### src/hw/rtl/pobw_pkg.sv
// Package for the priority override weighted blend unit.
// Holds shared constants, blend mode codes, the per-query snapshot type and the divider types.
// No dependencies.
`timescale 1ns / 1ps

package pobw_pkg;

	localparam int QUEUE_DEPTH_DEF = 2;
	localparam int TEMP_W = 23;
	localparam int TOT_W = 23;
	localparam int SUM_W = 46;
	localparam int INFL_W = 17;
	localparam int DVD_W = 47;
	localparam logic [INFL_W-1:0] ONE_Q16 = 17'd65536;
	localparam logic [TEMP_W-1:0] TEMP_MAX = 23'h7FFFFF;

	typedef enum logic {
		MODE_WEIGHTED = 1'b0,
		MODE_OVERRIDE = 1'b1
	} blend_mode_t;

	typedef struct packed {
		logic signed [SUM_W-1:0] wsum;
		logic [TOT_W-1:0] wtot;
		logic signed [SUM_W-1:0] osum;
		logic [TOT_W-1:0] otot;
		logic [INFL_W-1:0] alpha;
		logic ovr;
		logic [TEMP_W-1:0] fb_base;
	} pobw_snap_t;

	typedef struct packed {
		logic start;
		logic [DVD_W-1:0] dividend;
		logic [TOT_W-1:0] divisor;
	} pobw_div_req_t;

	typedef struct packed {
		logic done;
		logic [TEMP_W-1:0] quotient;
	} pobw_div_rsp_t;

endpackage

### src/hw/rtl/pobw_if.sv
// Channel interfaces for source contributions and blended results.
// Depends on nothing; payload widths follow the item formats.
`timescale 1ns / 1ps

interface pobw_in_if;
	logic valid;
	logic ready;
	logic has_field;
	logic signed [17:0] field_influence;
	logic signed [23:0] field_temperature;
	logic blend_mode;
	logic signed [15:0] priority_req;
	logic signed [23:0] fallback_temperature;
	logic last;

	modport source (
		output valid, has_field, field_influence, field_temperature, blend_mode,
		output priority_req, fallback_temperature, last,
		input ready
	);
	modport sink (
		input valid, has_field, field_influence, field_temperature, blend_mode,
		input priority_req, fallback_temperature, last,
		output ready
	);
endinterface

interface pobw_out_if;
	logic valid;
	logic ready;
	logic [22:0] temperature;
	logic used_fallback;
	logic override_applied;

	modport source (output valid, temperature, used_fallback, override_applied, input ready);
	modport sink (input valid, temperature, used_fallback, override_applied, output ready);
endinterface

### src/hw/rtl/pobw_front.sv
// Front end: accepts contributions, clamps influence and accumulates the sums.
// Depends on pobw_pkg and pobw_in_if; pushes one snapshot per query.
`timescale 1ns / 1ps

module pobw_front (
	input  logic clk,
	input  logic arst_n,
	pobw_in_if.sink items,
	output logic push,
	output pobw_pkg::pobw_snap_t push_data,
	input  logic full
);
	import pobw_pkg::*;

	logic signed [SUM_W-1:0] wsum_q, osum_q, wsum_n, osum_n;
	logic [TOT_W-1:0] wtot_q, otot_q, wtot_n, otot_n;
	logic seen_q, seen_n;
	logic signed [15:0] best_q, best_n;
	logic [INFL_W-1:0] alpha_q, alpha_n;
	logic [INFL_W-1:0] infl_c;
	logic contrib, accept;
	logic signed [41:0] prod;
	logic signed [SUM_W:0] wsum_add, osum_add;
	logic [TOT_W:0] wtot_add, otot_add;

	function automatic logic signed [SUM_W-1:0] sat_sum(input logic signed [SUM_W:0] s);
		logic signed [SUM_W-1:0] r;
		if (s[SUM_W] != s[SUM_W-1]) begin
			r = s[SUM_W] ? {1'b1, {(SUM_W-1){1'b0}}} : {1'b0, {(SUM_W-1){1'b1}}};
		end else begin
			r = s[SUM_W-1:0];
		end
		return r;
	endfunction

	function automatic logic [TOT_W-1:0] sat_tot(input logic [TOT_W:0] s);
		return s[TOT_W] ? {TOT_W{1'b1}} : s[TOT_W-1:0];
	endfunction

	assign items.ready = !full;
	assign accept = items.valid && items.ready;

	always_comb begin
		if (items.field_influence[17]) begin
			infl_c = '0;
		end else if (items.field_influence > $signed({1'b0, ONE_Q16})) begin
			infl_c = ONE_Q16;
		end else begin
			infl_c = items.field_influence[INFL_W-1:0];
		end
	end

	assign contrib = items.has_field && (infl_c != '0);
	assign prod = 42'(items.field_temperature) * 42'($signed({1'b0, infl_c}));
	assign wsum_add = {wsum_q[SUM_W-1], wsum_q} + {{(SUM_W-41){prod[41]}}, prod};
	assign osum_add = {osum_q[SUM_W-1], osum_q} + {{(SUM_W-41){prod[41]}}, prod};
	assign wtot_add = {1'b0, wtot_q} + {{(TOT_W-INFL_W+1){1'b0}}, infl_c};
	assign otot_add = {1'b0, otot_q} + {{(TOT_W-INFL_W+1){1'b0}}, infl_c};

	always_comb begin
		wsum_n = wsum_q;
		wtot_n = wtot_q;
		seen_n = seen_q;
		best_n = best_q;
		osum_n = osum_q;
		otot_n = otot_q;
		alpha_n = alpha_q;
		if (contrib && (items.blend_mode == MODE_WEIGHTED)) begin
			wsum_n = sat_sum(wsum_add);
			wtot_n = sat_tot(wtot_add);
		end else if (contrib) begin
			if (!seen_q || items.priority_req > best_q) begin
				seen_n = 1'b1;
				best_n = items.priority_req;
				osum_n = SUM_W'(prod);
				otot_n = TOT_W'(infl_c);
				alpha_n = infl_c;
			end else if (items.priority_req == best_q) begin
				osum_n = sat_sum(osum_add);
				otot_n = sat_tot(otot_add);
				if (infl_c > alpha_q) begin
					alpha_n = infl_c;
				end
			end
		end
	end

	assign push = accept && items.last;

	always_comb begin
		push_data.wsum = wsum_n;
		push_data.wtot = wtot_n;
		push_data.osum = osum_n;
		push_data.otot = otot_n;
		push_data.alpha = alpha_n;
		push_data.ovr = seen_n && (otot_n != '0);
		push_data.fb_base = items.fallback_temperature[23] ? '0
			: items.fallback_temperature[TEMP_W-1:0];
	end

	always_ff @(posedge clk or negedge arst_n) begin
		if (!arst_n) begin
			wsum_q <= '0;
			wtot_q <= '0;
			seen_q <= 1'b0;
			best_q <= '0;
			osum_q <= '0;
			otot_q <= '0;
			alpha_q <= '0;
		end else if (accept && items.last) begin
			wsum_q <= '0;
			wtot_q <= '0;
			seen_q <= 1'b0;
			best_q <= '0;
			osum_q <= '0;
			otot_q <= '0;
			alpha_q <= '0;
		end else if (accept) begin
			wsum_q <= wsum_n;
			wtot_q <= wtot_n;
			seen_q <= seen_n;
			best_q <= best_n;
			osum_q <= osum_n;
			otot_q <= otot_n;
			alpha_q <= alpha_n;
		end
	end

`ifndef SYNTHESIS
	a_clear_after_last: assert property (@(posedge clk) disable iff (!arst_n)
		accept && items.last |=> (wtot_q == '0) && !seen_q && (otot_q == '0))
		else $error("Accumulators not cleared after the closing transaction.");
	a_alpha_bound: assert property (@(posedge clk) disable iff (!arst_n)
		alpha_q <= ONE_Q16 && (seen_q || alpha_q == '0))
		else $error("Override alpha out of range or set without an override group.");
`endif

endmodule

### src/hw/rtl/pobw_queue.sv
// Short snapshot queue between the accumulating front end and the divide back end.
// Depends on pobw_pkg for the snapshot type.
`timescale 1ns / 1ps

module pobw_queue #(
	parameter int DEPTH = pobw_pkg::QUEUE_DEPTH_DEF
) (
	input  logic clk,
	input  logic arst_n,
	input  logic push,
	input  pobw_pkg::pobw_snap_t push_data,
	output logic full,
	input  logic pop,
	output pobw_pkg::pobw_snap_t pop_data,
	output logic empty
);
	import pobw_pkg::*;

	localparam int AW = (DEPTH > 1) ? $clog2(DEPTH) : 1;
	localparam int CW = $clog2(DEPTH + 1);

	pobw_snap_t mem_q [DEPTH];
	logic [AW-1:0] wr_ptr_q, rd_ptr_q;
	logic [CW-1:0] count_q;

	function automatic logic [AW-1:0] ptr_inc(input logic [AW-1:0] p);
		return (p == AW'(DEPTH - 1)) ? '0 : p + 1'b1;
	endfunction

	assign full = (count_q == CW'(DEPTH));
	assign empty = (count_q == '0);
	assign pop_data = mem_q[rd_ptr_q];

	always_ff @(posedge clk) begin
		if (push) begin
			mem_q[wr_ptr_q] <= push_data;
		end
	end

	always_ff @(posedge clk or negedge arst_n) begin
		if (!arst_n) begin
			wr_ptr_q <= '0;
			rd_ptr_q <= '0;
			count_q <= '0;
		end else begin
			if (push) begin
				wr_ptr_q <= ptr_inc(wr_ptr_q);
			end
			if (pop) begin
				rd_ptr_q <= ptr_inc(rd_ptr_q);
			end
			if (push && !pop) begin
				count_q <= count_q + 1'b1;
			end else if (pop && !push) begin
				count_q <= count_q - 1'b1;
			end
		end
	end

`ifndef SYNTHESIS
	a_no_overflow: assert property (@(posedge clk) disable iff (!arst_n) !(push && full))
		else $error("Snapshot pushed into a full queue.");
	a_no_underflow: assert property (@(posedge clk) disable iff (!arst_n) !(pop && empty))
		else $error("Snapshot popped from an empty queue.");
`endif

endmodule

### src/hw/rtl/pobw_div.sv
// Radix-2 restoring divider, one quotient bit per cycle, result saturated to 23 bits.
// Depends on pobw_pkg for the request and response types.
`timescale 1ns / 1ps

module pobw_div (
	input  logic clk,
	input  logic arst_n,
	input  pobw_pkg::pobw_div_req_t req,
	output pobw_pkg::pobw_div_rsp_t rsp
);
	import pobw_pkg::*;

	localparam int CNT_W = $clog2(DVD_W);

	logic [DVD_W-1:0] dvd_q;
	logic [TOT_W-1:0] rem_q, dsr_q;
	logic [CNT_W-1:0] cnt_q;
	logic busy_q, done_q;
	logic [TOT_W:0] trial;
	logic fits;

	assign trial = {rem_q, dvd_q[DVD_W-1]};
	assign fits = (trial >= {1'b0, dsr_q});

	always_ff @(posedge clk) begin
		if (req.start) begin
			dvd_q <= req.dividend;
			rem_q <= '0;
			dsr_q <= req.divisor;
		end else if (busy_q) begin
			dvd_q <= {dvd_q[DVD_W-2:0], fits};
			rem_q <= fits ? TOT_W'(trial - {1'b0, dsr_q}) : trial[TOT_W-1:0];
		end
	end

	always_ff @(posedge clk or negedge arst_n) begin
		if (!arst_n) begin
			busy_q <= 1'b0;
			done_q <= 1'b0;
			cnt_q <= '0;
		end else begin
			done_q <= 1'b0;
			if (req.start) begin
				busy_q <= 1'b1;
				cnt_q <= '0;
			end else if (busy_q) begin
				cnt_q <= cnt_q + 1'b1;
				if (cnt_q == CNT_W'(DVD_W - 1)) begin
					busy_q <= 1'b0;
					done_q <= 1'b1;
				end
			end
		end
	end

	assign rsp.done = done_q;
	assign rsp.quotient = (|dvd_q[DVD_W-1:TEMP_W]) ? TEMP_MAX : dvd_q[TEMP_W-1:0];

`ifndef SYNTHESIS
	a_start_idle: assert property (@(posedge clk) disable iff (!arst_n)
		req.start |-> !busy_q && !done_q)
		else $error("Divide started while the divider was still working.");
`endif

endmodule

### src/hw/rtl/pobw_back.sv
// Back end: takes query snapshots, forms both means with the shared divider and blends.
// Depends on pobw_pkg and pobw_out_if; drives the result output register.
`timescale 1ns / 1ps

module pobw_back (
	input  logic clk,
	input  logic arst_n,
	input  pobw_pkg::pobw_snap_t pop_data,
	input  logic empty,
	output logic pop,
	output pobw_pkg::pobw_div_req_t div_req,
	input  pobw_pkg::pobw_div_rsp_t div_rsp,
	pobw_out_if.source results
);
	import pobw_pkg::*;

	localparam logic [2:0] ST_IDLE = 3'd0;
	localparam logic [2:0] ST_PREP_W = 3'd1;
	localparam logic [2:0] ST_WDIV = 3'd2;
	localparam logic [2:0] ST_PREP_O = 3'd3;
	localparam logic [2:0] ST_ODIV = 3'd4;
	localparam logic [2:0] ST_MUL = 3'd5;
	localparam logic [2:0] ST_ADD = 3'd6;
	localparam logic [2:0] ST_OUT = 3'd7;

	logic [2:0] state_q;
	pobw_snap_t snap_q;
	logic [TEMP_W-1:0] base_q, ovr_q, res_q;
	logic [39:0] prod_q;
	logic [40:0] blend;
	logic [INFL_W-1:0] inv_alpha;
	logic out_valid_q, used_fb_q, ovr_applied_q;
	logic [TEMP_W-1:0] out_temp_q;
	logic out_free;

	assign out_free = !out_valid_q || results.ready;
	assign pop = (state_q == ST_IDLE) && !empty;
	assign inv_alpha = ONE_Q16 - snap_q.alpha;
	assign blend = {1'b0, prod_q} + 41'(ovr_q) * 41'(snap_q.alpha) + 41'd32768;

	always_comb begin
		div_req.start = 1'b0;
		div_req.dividend = {2'b00, snap_q.wsum[SUM_W-2:0]}
			+ {{(DVD_W-TOT_W+1){1'b0}}, snap_q.wtot[TOT_W-1:1]};
		div_req.divisor = snap_q.wtot;
		if (state_q == ST_PREP_W) begin
			div_req.start = (snap_q.wtot != '0) && !snap_q.wsum[SUM_W-1]
				&& (snap_q.wsum != '0);
		end else if (state_q == ST_PREP_O) begin
			div_req.start = snap_q.ovr && !snap_q.osum[SUM_W-1] && (snap_q.osum != '0);
			div_req.dividend = {2'b00, snap_q.osum[SUM_W-2:0]}
				+ {{(DVD_W-TOT_W+1){1'b0}}, snap_q.otot[TOT_W-1:1]};
			div_req.divisor = snap_q.otot;
		end
	end

	always_ff @(posedge clk) begin
		unique case (state_q)
			ST_IDLE: begin
				if (!empty) begin
					snap_q <= pop_data;
				end
			end
			ST_PREP_W: begin
				base_q <= (snap_q.wtot == '0) ? snap_q.fb_base : '0;
			end
			ST_WDIV: begin
				if (div_rsp.done) begin
					base_q <= div_rsp.quotient;
				end
			end
			ST_PREP_O: begin
				ovr_q <= '0;
				res_q <= base_q;
			end
			ST_ODIV: begin
				if (div_rsp.done) begin
					ovr_q <= div_rsp.quotient;
				end
			end
			ST_MUL: begin
				prod_q <= 40'(base_q) * 40'(inv_alpha);
			end
			ST_ADD: begin
				res_q <= (|blend[40:39]) ? TEMP_MAX : blend[38:16];
			end
			ST_OUT: begin
			end
			default: begin
			end
		endcase
	end

	always_ff @(posedge clk or negedge arst_n) begin
		if (!arst_n) begin
			state_q <= ST_IDLE;
		end else begin
			unique case (state_q)
				ST_IDLE: if (!empty) state_q <= ST_PREP_W;
				ST_PREP_W: state_q <= div_req.start ? ST_WDIV : ST_PREP_O;
				ST_WDIV: if (div_rsp.done) state_q <= ST_PREP_O;
				ST_PREP_O: begin
					if (!snap_q.ovr) begin
						state_q <= ST_OUT;
					end else begin
						state_q <= div_req.start ? ST_ODIV : ST_MUL;
					end
				end
				ST_ODIV: if (div_rsp.done) state_q <= ST_MUL;
				ST_MUL: state_q <= ST_ADD;
				ST_ADD: state_q <= ST_OUT;
				ST_OUT: if (out_free) state_q <= ST_IDLE;
				default: state_q <= ST_IDLE;
			endcase
		end
	end

	always_ff @(posedge clk) begin
		if ((state_q == ST_OUT) && out_free) begin
			out_temp_q <= res_q;
			used_fb_q <= (snap_q.wtot == '0);
			ovr_applied_q <= snap_q.ovr;
		end
	end

	always_ff @(posedge clk or negedge arst_n) begin
		if (!arst_n) begin
			out_valid_q <= 1'b0;
		end else if ((state_q == ST_OUT) && out_free) begin
			out_valid_q <= 1'b1;
		end else if (results.ready) begin
			out_valid_q <= 1'b0;
		end
	end

	assign results.valid = out_valid_q;
	assign results.temperature = out_temp_q;
	assign results.used_fallback = used_fb_q;
	assign results.override_applied = ovr_applied_q;

`ifndef SYNTHESIS
	a_done_expected: assert property (@(posedge clk) disable iff (!arst_n)
		div_rsp.done |-> (state_q == ST_WDIV) || (state_q == ST_ODIV))
		else $error("Divider finished while no division was pending.");
	a_hold_stalled: assert property (@(posedge clk) disable iff (!arst_n)
		out_valid_q && !results.ready |=> out_valid_q && $stable(out_temp_q))
		else $error("Stalled result changed before its transaction.");
`endif

endmodule

### src/hw/rtl/priority_override_weighted_blend_unit.sv
// Priority override weighted blend unit: one contribution transaction per cycle while the
// snapshot queue has room; the closing transaction is accumulated in the cycle it is taken.
// Each mean that needs a division goes through the shared one-bit-per-cycle divider in the
// back end, and an override group adds a multiply step and an add step before the result.
// Asynchronous active-low reset clears the accumulators, the queue and the result valid.
`timescale 1ns / 1ps

module priority_override_weighted_blend_unit #(
	parameter int QUEUE_DEPTH = pobw_pkg::QUEUE_DEPTH_DEF
) (
	input  logic clk,
	input  logic arst_n,
	pobw_in_if.sink items,
	pobw_out_if.source results
);
	import pobw_pkg::*;

	pobw_snap_t push_data, pop_data;
	logic push, pop, full, empty;
	pobw_div_req_t div_req;
	pobw_div_rsp_t div_rsp;

	pobw_front u_front (
		.clk(clk),
		.arst_n(arst_n),
		.items(items),
		.push(push),
		.push_data(push_data),
		.full(full)
	);

	pobw_queue #(.DEPTH(QUEUE_DEPTH)) u_queue (
		.clk(clk),
		.arst_n(arst_n),
		.push(push),
		.push_data(push_data),
		.full(full),
		.pop(pop),
		.pop_data(pop_data),
		.empty(empty)
	);

	pobw_div u_div (
		.clk(clk),
		.arst_n(arst_n),
		.req(div_req),
		.rsp(div_rsp)
	);

	pobw_back u_back (
		.clk(clk),
		.arst_n(arst_n),
		.pop_data(pop_data),
		.empty(empty),
		.pop(pop),
		.div_req(div_req),
		.div_rsp(div_rsp),
		.results(results)
	);

endmodule

### src/flat_wrapper.sv
// flat-port wrapper written by rule: the top's interface ports become plain ports
module priority_override_weighted_blend_unit_flat import pobw_pkg::*;
#(
	parameter int QUEUE_DEPTH = pobw_pkg::QUEUE_DEPTH_DEF
)
  (clk, arst_n, items_valid, items_has_field, items_field_influence, items_field_temperature, items_blend_mode, items_priority_req, items_fallback_temperature, items_last, items_ready, results_valid, results_temperature, results_used_fallback, results_override_applied, results_ready);
  pobw_in_if items_i ();
  pobw_out_if results_i ();
  input  logic clk;
  input  logic arst_n;
  input wire logic [$bits(items_i.valid)-1:0] items_valid;
  input wire logic [$bits(items_i.has_field)-1:0] items_has_field;
  input wire logic [$bits(items_i.field_influence)-1:0] items_field_influence;
  input wire logic [$bits(items_i.field_temperature)-1:0] items_field_temperature;
  input wire logic [$bits(items_i.blend_mode)-1:0] items_blend_mode;
  input wire logic [$bits(items_i.priority_req)-1:0] items_priority_req;
  input wire logic [$bits(items_i.fallback_temperature)-1:0] items_fallback_temperature;
  input wire logic [$bits(items_i.last)-1:0] items_last;
  output wire logic [$bits(items_i.ready)-1:0] items_ready;
  output wire logic [$bits(results_i.valid)-1:0] results_valid;
  output wire logic [$bits(results_i.temperature)-1:0] results_temperature;
  output wire logic [$bits(results_i.used_fallback)-1:0] results_used_fallback;
  output wire logic [$bits(results_i.override_applied)-1:0] results_override_applied;
  input wire logic [$bits(results_i.ready)-1:0] results_ready;
  assign items_i.valid = items_valid;
  assign items_i.has_field = items_has_field;
  assign items_i.field_influence = items_field_influence;
  assign items_i.field_temperature = items_field_temperature;
  assign items_i.blend_mode = items_blend_mode;
  assign items_i.priority_req = items_priority_req;
  assign items_i.fallback_temperature = items_fallback_temperature;
  assign items_i.last = items_last;
  assign items_ready = items_i.ready;
  assign results_valid = results_i.valid;
  assign results_temperature = results_i.temperature;
  assign results_used_fallback = results_i.used_fallback;
  assign results_override_applied = results_i.override_applied;
  assign results_i.ready = results_ready;
  priority_override_weighted_blend_unit #(.QUEUE_DEPTH(QUEUE_DEPTH)) u_core (.clk(clk), .arst_n(arst_n), .items(items_i), .results(results_i));
endmodule
### config.mk
export PLATFORM = sky130hd
export DESIGN_NAME = priority_override_weighted_blend_unit_flat
export DESIGN_NICKNAME = d
export VERILOG_FILES = /design/src/hw/rtl/pobw_pkg.sv /design/src/hw/rtl/pobw_if.sv /design/src/hw/rtl/pobw_front.sv /design/src/hw/rtl/pobw_queue.sv /design/src/hw/rtl/pobw_div.sv /design/src/hw/rtl/pobw_back.sv /design/src/hw/rtl/priority_override_weighted_blend_unit.sv /design/src/flat_wrapper.sv
export SDC_FILE = /design/constraint.sdc
export NUM_CORES = 2
export LEC_CHECK = 0
export BUFFER_PORTS_ARGS = -buffer_cell sky130_fd_sc_hd__buf_2
export CAP_MARGIN = 25
export CORE_MARGIN = 5
export CORE_UTILIZATION = 36
export CTS_CLUSTER_SIZE = 10
export DETAILED_ROUTE_END_ITERATION = 7
export PLACE_DENSITY = 0.58
export SLEW_MARGIN = 20
export SYNTH_ARGS = -nofsm -noshare
export SYNTH_HDL_FRONTEND = slang
export SYNTH_SLANG_ARGS = --single-unit
### constraint.sdc
create_clock -name clk -period 12.7 [get_ports clk]
set_clock_uncertainty 0.1 [all_clocks]
set_input_delay 0.635 -clock clk [delete_from_list [all_inputs] [get_ports clk]]
set_output_delay 0.635 -clock clk [all_outputs]
set_load 0.05 [all_outputs]
## After elaboration in Yosys (flattened, before gate mapping)

Memory sizes are Yosys's and may differ from the RTL's. A register that Yosys moved wholly into a read port is not among the register bits.
Cells that the tools add are included.

| storage, ports and cells | value |
|---|---|
| input port bits | 89 |
| logic and storage cells | 195 |
| memory bits (writable) | 358 |
| bits in registers | 415 |
| memories | 1 |
| output and inout port bits | 27 |

Memory list:

| memory | depth | width | read ports | clocked after Yosys merged registers in | write ports | RTL line | text |
|---|---|---|---|---|---|---|---|
| u_core.u_queue.mem_q | 2 | 179 | 1 | 1 | 1 | pobw_queue.sv:22 | `pobw_snap_t mem_q [DEPTH];` |

| cells by class | value |
|---|---|
| reduce and logical (&&, ||, !) cells | 47 |
| eq/ne operators | 17 |
| magnitude comparators | 4 |
| multiply operators | 3 |
| add/subtract/negate cells | 15 |
| bitwise logic cells | 2 |
| multiplexer cells | 81 |

Operator list:

| cell | count |
|---|---|
| $mux W46 | 13 |
| $mux W23 | 17 |
| $mux W17 | 9 |
| $pmux W23 S2 | 3 |
| $add A46 B42 Y47 | 2 |
| $mux W47 | 2 |
| $add A45 B22 Y46 | 2 |
| $reduce_bool A46 Y1 | 2 |
| $mul A23 B17 Y40 | 2 |
| $mux W16 | 5 |
| $mux W71 | 1 |
| $mux W70 | 1 |
| $add A23 B17 Y24 | 2 |
| $reduce_bool A23 Y1 | 2 |
| $mul A24 B18 Y42 | 1 |
| $add A40 B40 Y41 | 1 |
| $add A41 B16 Y41 const B | 1 |
| $ge A24 B23 Y1 | 1 |
| $pmux W3 S8 | 1 |
| $reduce_or A24 Y1 | 1 |
| $logic_not A23 Y1 | 1 |
| $sub A23 B23 Y23 | 1 |
| $mux W1 | 20 |
| $gt A18 B18 Y1 const B | 1 |
| 30 further kinds | 77 |

## Depth between registers and ports, before layout

| logic depth | value |
|---|---|
| depth in word-level cells | 13 |
| depth in mapped cells | 45 |
| gate-level depth less buffers | 40 |

## By module

From an unflattened synthesis, not the netlist that was laid out.

| unflattened totals | value |
|---|---|
| cells, all modules | 9189 |
| area total of the unflattened synthesis | 91998.2 sq um |

By module, submodules not included:

| module | seq. area each (sq um) | cells each | instances | area an instance (sq um) |
|---|---|---|---|---|
| pobw_back | 9499.1 | 4110 | 1 | 40443.8 |
| pobw_front | 4304.1 | 4009 | 1 | 32543.7 |
| pobw_queue | 10850.4 | 573 | 1 | 13503.0 |
| pobw_div | 2762.6 | 497 | 1 | 5507.8 |

## Worst setup path after synthesis

OpenSTA, ideal clock, no wires.

| timing | value |
|---|---|
| path type | in2reg |
| start point | input port items_field_influence[11] |
| end point | memory u_core.u_queue.mem_q[0][151] (netlist name), data pin |
| setup slack | 2.089 ns |
| required time | 12.414 ns |
| buffers on the path | 5 |
| arrival | 10.325 ns |
| stages | 40 |
| setup time | 0.186 ns |
| cell sequence | nor4_1 nand4_1 a21oi_1 clkbuf_1 and2_1 clkbuf_1 clkbuf_1 nand2_1 fa_1 inv_1 fa_1 inv_1 fa_1 inv_1 fa_1 fa_1 inv_1 fa_1 [4 not listed] o211ai_1 o21bai_1 a311oi_1 o21ai_0 a21o_1 a221oi_1 xnor2_1 ha_1 nand4_1 or2_2 o31a_1 o2111a_1 a311oi_4 and2_1 buf_4 buf_4 nor2_1 o31ai_1 |

RTL lines:

| element | RTL line | text |
|---|---|---|
| start: declaration | flat_wrapper.sv:13 | `input wire logic [$bits(items_i.field_influence)-1:0] items_field_influence;` |
| end: declaration | pobw_queue.sv:22 |  |

==> impl_metrics.csv <==
group,metric,value,unit
setup_path,rr_worst_depth,27,
synthesis,synth.avg_cell_area,10.0,um^2
setup_path,crit_path_max_fanout,26,
detailed_routing,routedWlPerCell,22.1,um
timing,finalSetupViolations,0,
grt,grt_pass1_wl,424,mm
synthesis,yosysTopAreaCell,"edfxtp_1",
layout,stdcell_count,12400,
timing,tns,0,ns
synthesis,syn-num-nets,10700,
clock_tree,clkLatencyLatePin,0.79,ns
layout,layout-drive-gt1-share,0.0770,
synthesis,synth-seq-area-share,0.304,
floorplanning,ios,116,
floorplanning,num_rows,183,
floorplanning,start_util,0.362,
timing,fin_crit_sh,0.937,
clock_tree,ctsRootBufferMaster,"clkbuf_16",
clock_tree,tritoncts,"done",
placed_design,io_buffers,115,
setup_path,rrSetupSlack,2.91,ns
timing,min_period,11.90,ns
clock_tree,htree_levels,3,
setup_path,crit_top_cell,"fa_1",
synthesis,synth_warnings,0,
setup_path,critPathSlowestCell,"o41ai_1",
grt,grt_max_degree,85,
floorplanning,coreArea,249000,um^2
run,max_cap_viol_count,0,
synthesis,syn_area,90200,um^2
detailed_routing,via_per_inst,5.33,
clock_tree,cts_buffer_depth,3,
placed_design,gp_congestion,0.948,
placed_design,hpwlAfterDp,214,mm
setup_path,required,13.22,ns
floorplanning,dieArea,261000,um^2
min_path,hold_path.class,"in2reg",
synthesis,synthTopCellsByArea,"edfxtp_1, fa_1, ha_1, inv_1, dfrtp_1",
detailed_routing,drc_errors,0,
synthesis,synth.distinct_cells,103,
grt,antenna_found_initial,15,
synthesis,netlist.area_leader.share,0.247,
grt,track_usage,0.210,
setup_path,rr_startpoint,"u_core.u_back.snap_q[24]",
timing,max_freq,84.0,MHz
min_path,holdCritStartpoint,"items_priority_req[2]",
timing,tightest_slew,1.09,ns
clock_tree,post_cts_buffers,0,
setup_path,cp-start-kind,"primary input",
setup_path,end_kind,"flop",
min_path,min_to,"u_core.u_front.best_q[2]",
synthesis,postSynth.asyncResetShare,0.197,
layout,nets,10700,
synthesis,ys.flop_type,"edfxtp_1",
timing,final-hold-violation-count,0,
clock_tree,cts.sinks,952,
clock_tree,clk_pin_slew_worst_paths,0.06,ns
floorplanning,die-height,511,um
detailed_routing,first_iter_violations,5073,
clock_tree,ctsResizeCount,0,
detailed_routing,route.vias.total,66000,
grt,overflow,0,
placed_design,place_inst,12200,
setup_path,critPathArrivalTime,12.42,ns
timing,relSlewSlack,0.262,
synthesis,syn_inst,9001,
setup_path,slowest_delay,1.00,ns
synthesis,synth-edff-count,741,
timing,grt_setup_unrepaired,"false",
clock_tree,cts_buffers,112,
synthesis,ys_ff_latch,952,
detailed_routing,drtAntennaViolNets,0,
floorplanning,die_w,511,um
setup_path,worst-setup-path-type,"in2reg",
status,outcome,"completed",
grt,grt_pass1_vias,69400,
setup_path,worstReg2RegEnd,"u_core.u_back.prod_q[38]",
detailed_routing,wl,274,mm
clock_tree,holdBufCountCts,10,
layout,syn2layout_area_growth,8.88,%
timing,drv_slew,0,
detailed_routing,dr.pass1.iters,6,
min_path,hold_depth,3,
## metal layers
layer	track usage	wire length (um)
met5	0	66
met4	0.0775	10500
met3	0.0287	16100
met2	0.355	131000
met1	0.276	116000
## how the worst max path moves through the flow
stage,start,endpoint,slack (ns)
5_1_grt,items_field_influence[4],u_core.u_queue.mem_q[1][108],0.19
3_5_place_dp,items_field_influence[8],u_core.u_queue.mem_q[0][151],0.13
3_3_place_gp,items_field_influence[8],u_core.u_queue.mem_q[0][99],0.38
2_1_floorplan,items_field_influence[11],u_core.u_queue.mem_q[0][151],2.09
4_1_cts,items_field_influence[8],u_core.u_queue.mem_q[0][151],0.91
6_report,items_field_influence[8],u_core.u_queue.mem_q[0][99],0.80
## placed cells by master, fill, tap and decap left out, types with 89 or more instances in the layout
cell | netlist | routed
a21o_1 | 155 | 155
a21oi_1 | 363 | 362
and2_1 | 337 | 336
and3_1 | 228 | 227
buf_2 | 34 | 114
buf_4 | 5 | 155
clkbuf_16 | 0 | 114
dfrtp_1 | 188 | 187
edfxtp_1 | 741 | 741
fa_1 | 1076 | 1076
ha_1 | 577 | 577
inv_1 | 1378 | 1376
mux2_2 | 197 | 197
nand2_1 | 1133 | 1132
nor2_1 | 400 | 390
nor3_1 | 98 | 98
o21ai_0 | 278 | 277
o22ai_1 | 89 | 89
xnor2_1 | 214 | 205
xor2_1 | 109 | 109
## cell families (layout without fill, tap and decap cells)
logic type / after synthesis / in the layout / synth area share
AND/OR/NAND/NOR: 2575 / 2575 / 0.135
buffers and inverters: 1811 / 1871 / 0.0761
adder cells (fa/ha/maj): 1653 / 1653 / 0.319
AO/OA/AOI/OAI: 1480 / 1480 / 0.109
flip-flops: 952 / 952 / 0.304
XOR/XNOR: 323 / 323 / 0.0314
multiplexers: 207 / 207 / 0.0257
other: 0 / 5 / 0
## final cells by class
type                            instances  area, um^2
Antenna cell                            5        12.5
Clock buffer                          186        3180
Clock inverter                         19         204
Fill cell                           24400      151000
Inverter                             1382        5190
Multi-Input combinational cell       6238       56100
Sequential cell                       952       27400
Tap cell                             3330        4170
Timing Repair Buffer                  284        1920
## cells in the mapped netlist, types with 109 or more instances
cell type / number
dfrtp_1: 188
o21ai_0: 278
a21oi_1: 363
ha_1: 577
and2_1: 337
nor2_1: 400
nand2_1: 1133
edfxtp_1: 741
xor2_1: 109
and3_1: 228
fa_1: 1076
inv_1: 1378
mux2_2: 197
xnor2_1: 214
a21o_1: 155
clkbuf_1: 368
## critical path, delay by kind of cell
kind	cells	cell delay [ns]
AOI/OAI and AO/OA	11	3.82
adders and majority gates	8	3.74
and+or+nand+nor	8	2.09
buffers and inverters	7	1.32
xor gates and xnor gates	1	0.77
## state kept, by name, indices dropped and copies added (netlist names), 6 cells and up
name                               cells
u_core.u_back.prod_q                  40
u_core.u_queue.mem_q                 358
u_core.u_front.otot_q                 23
u_core.u_div.cnt_q                     6
u_core.u_front.alpha_q                17
u_core.u_back.snap_q                 179
u_core.u_back.ovr_q                   23
u_core.u_div.dvd_q                    47
u_core.u_div.dsr_q                    23
u_core.u_front.osum_q                 46
u_core.u_back.res_q                   23
u_core.u_front.best_q                 16
u_core.u_front.wtot_q                 23
u_core.u_front.wsum_q                 46
u_core.u_back.results.temperature     23
u_core.u_div.rem_q                    23
u_core.u_back.base_q                  23
## per-stage QoR
stage                     hold WS (ns)  instance area (um^2)  setup slack [ns]   util
final                            0.107                 98200             0.802  0.394
after floorplan                  0.239                 90200              2.09      -
after CTS                       0.0630                 98100             0.911  0.394
after global placement           0.300                 94600             0.380  0.380
after detailed placement         0.305                 94700             0.129  0.380
after global routing            0.0990                 98200             0.190  0.394
Power is not shown: default switching activity piles up to over one toggle a cycle in this logic, so the estimate is an artifact.
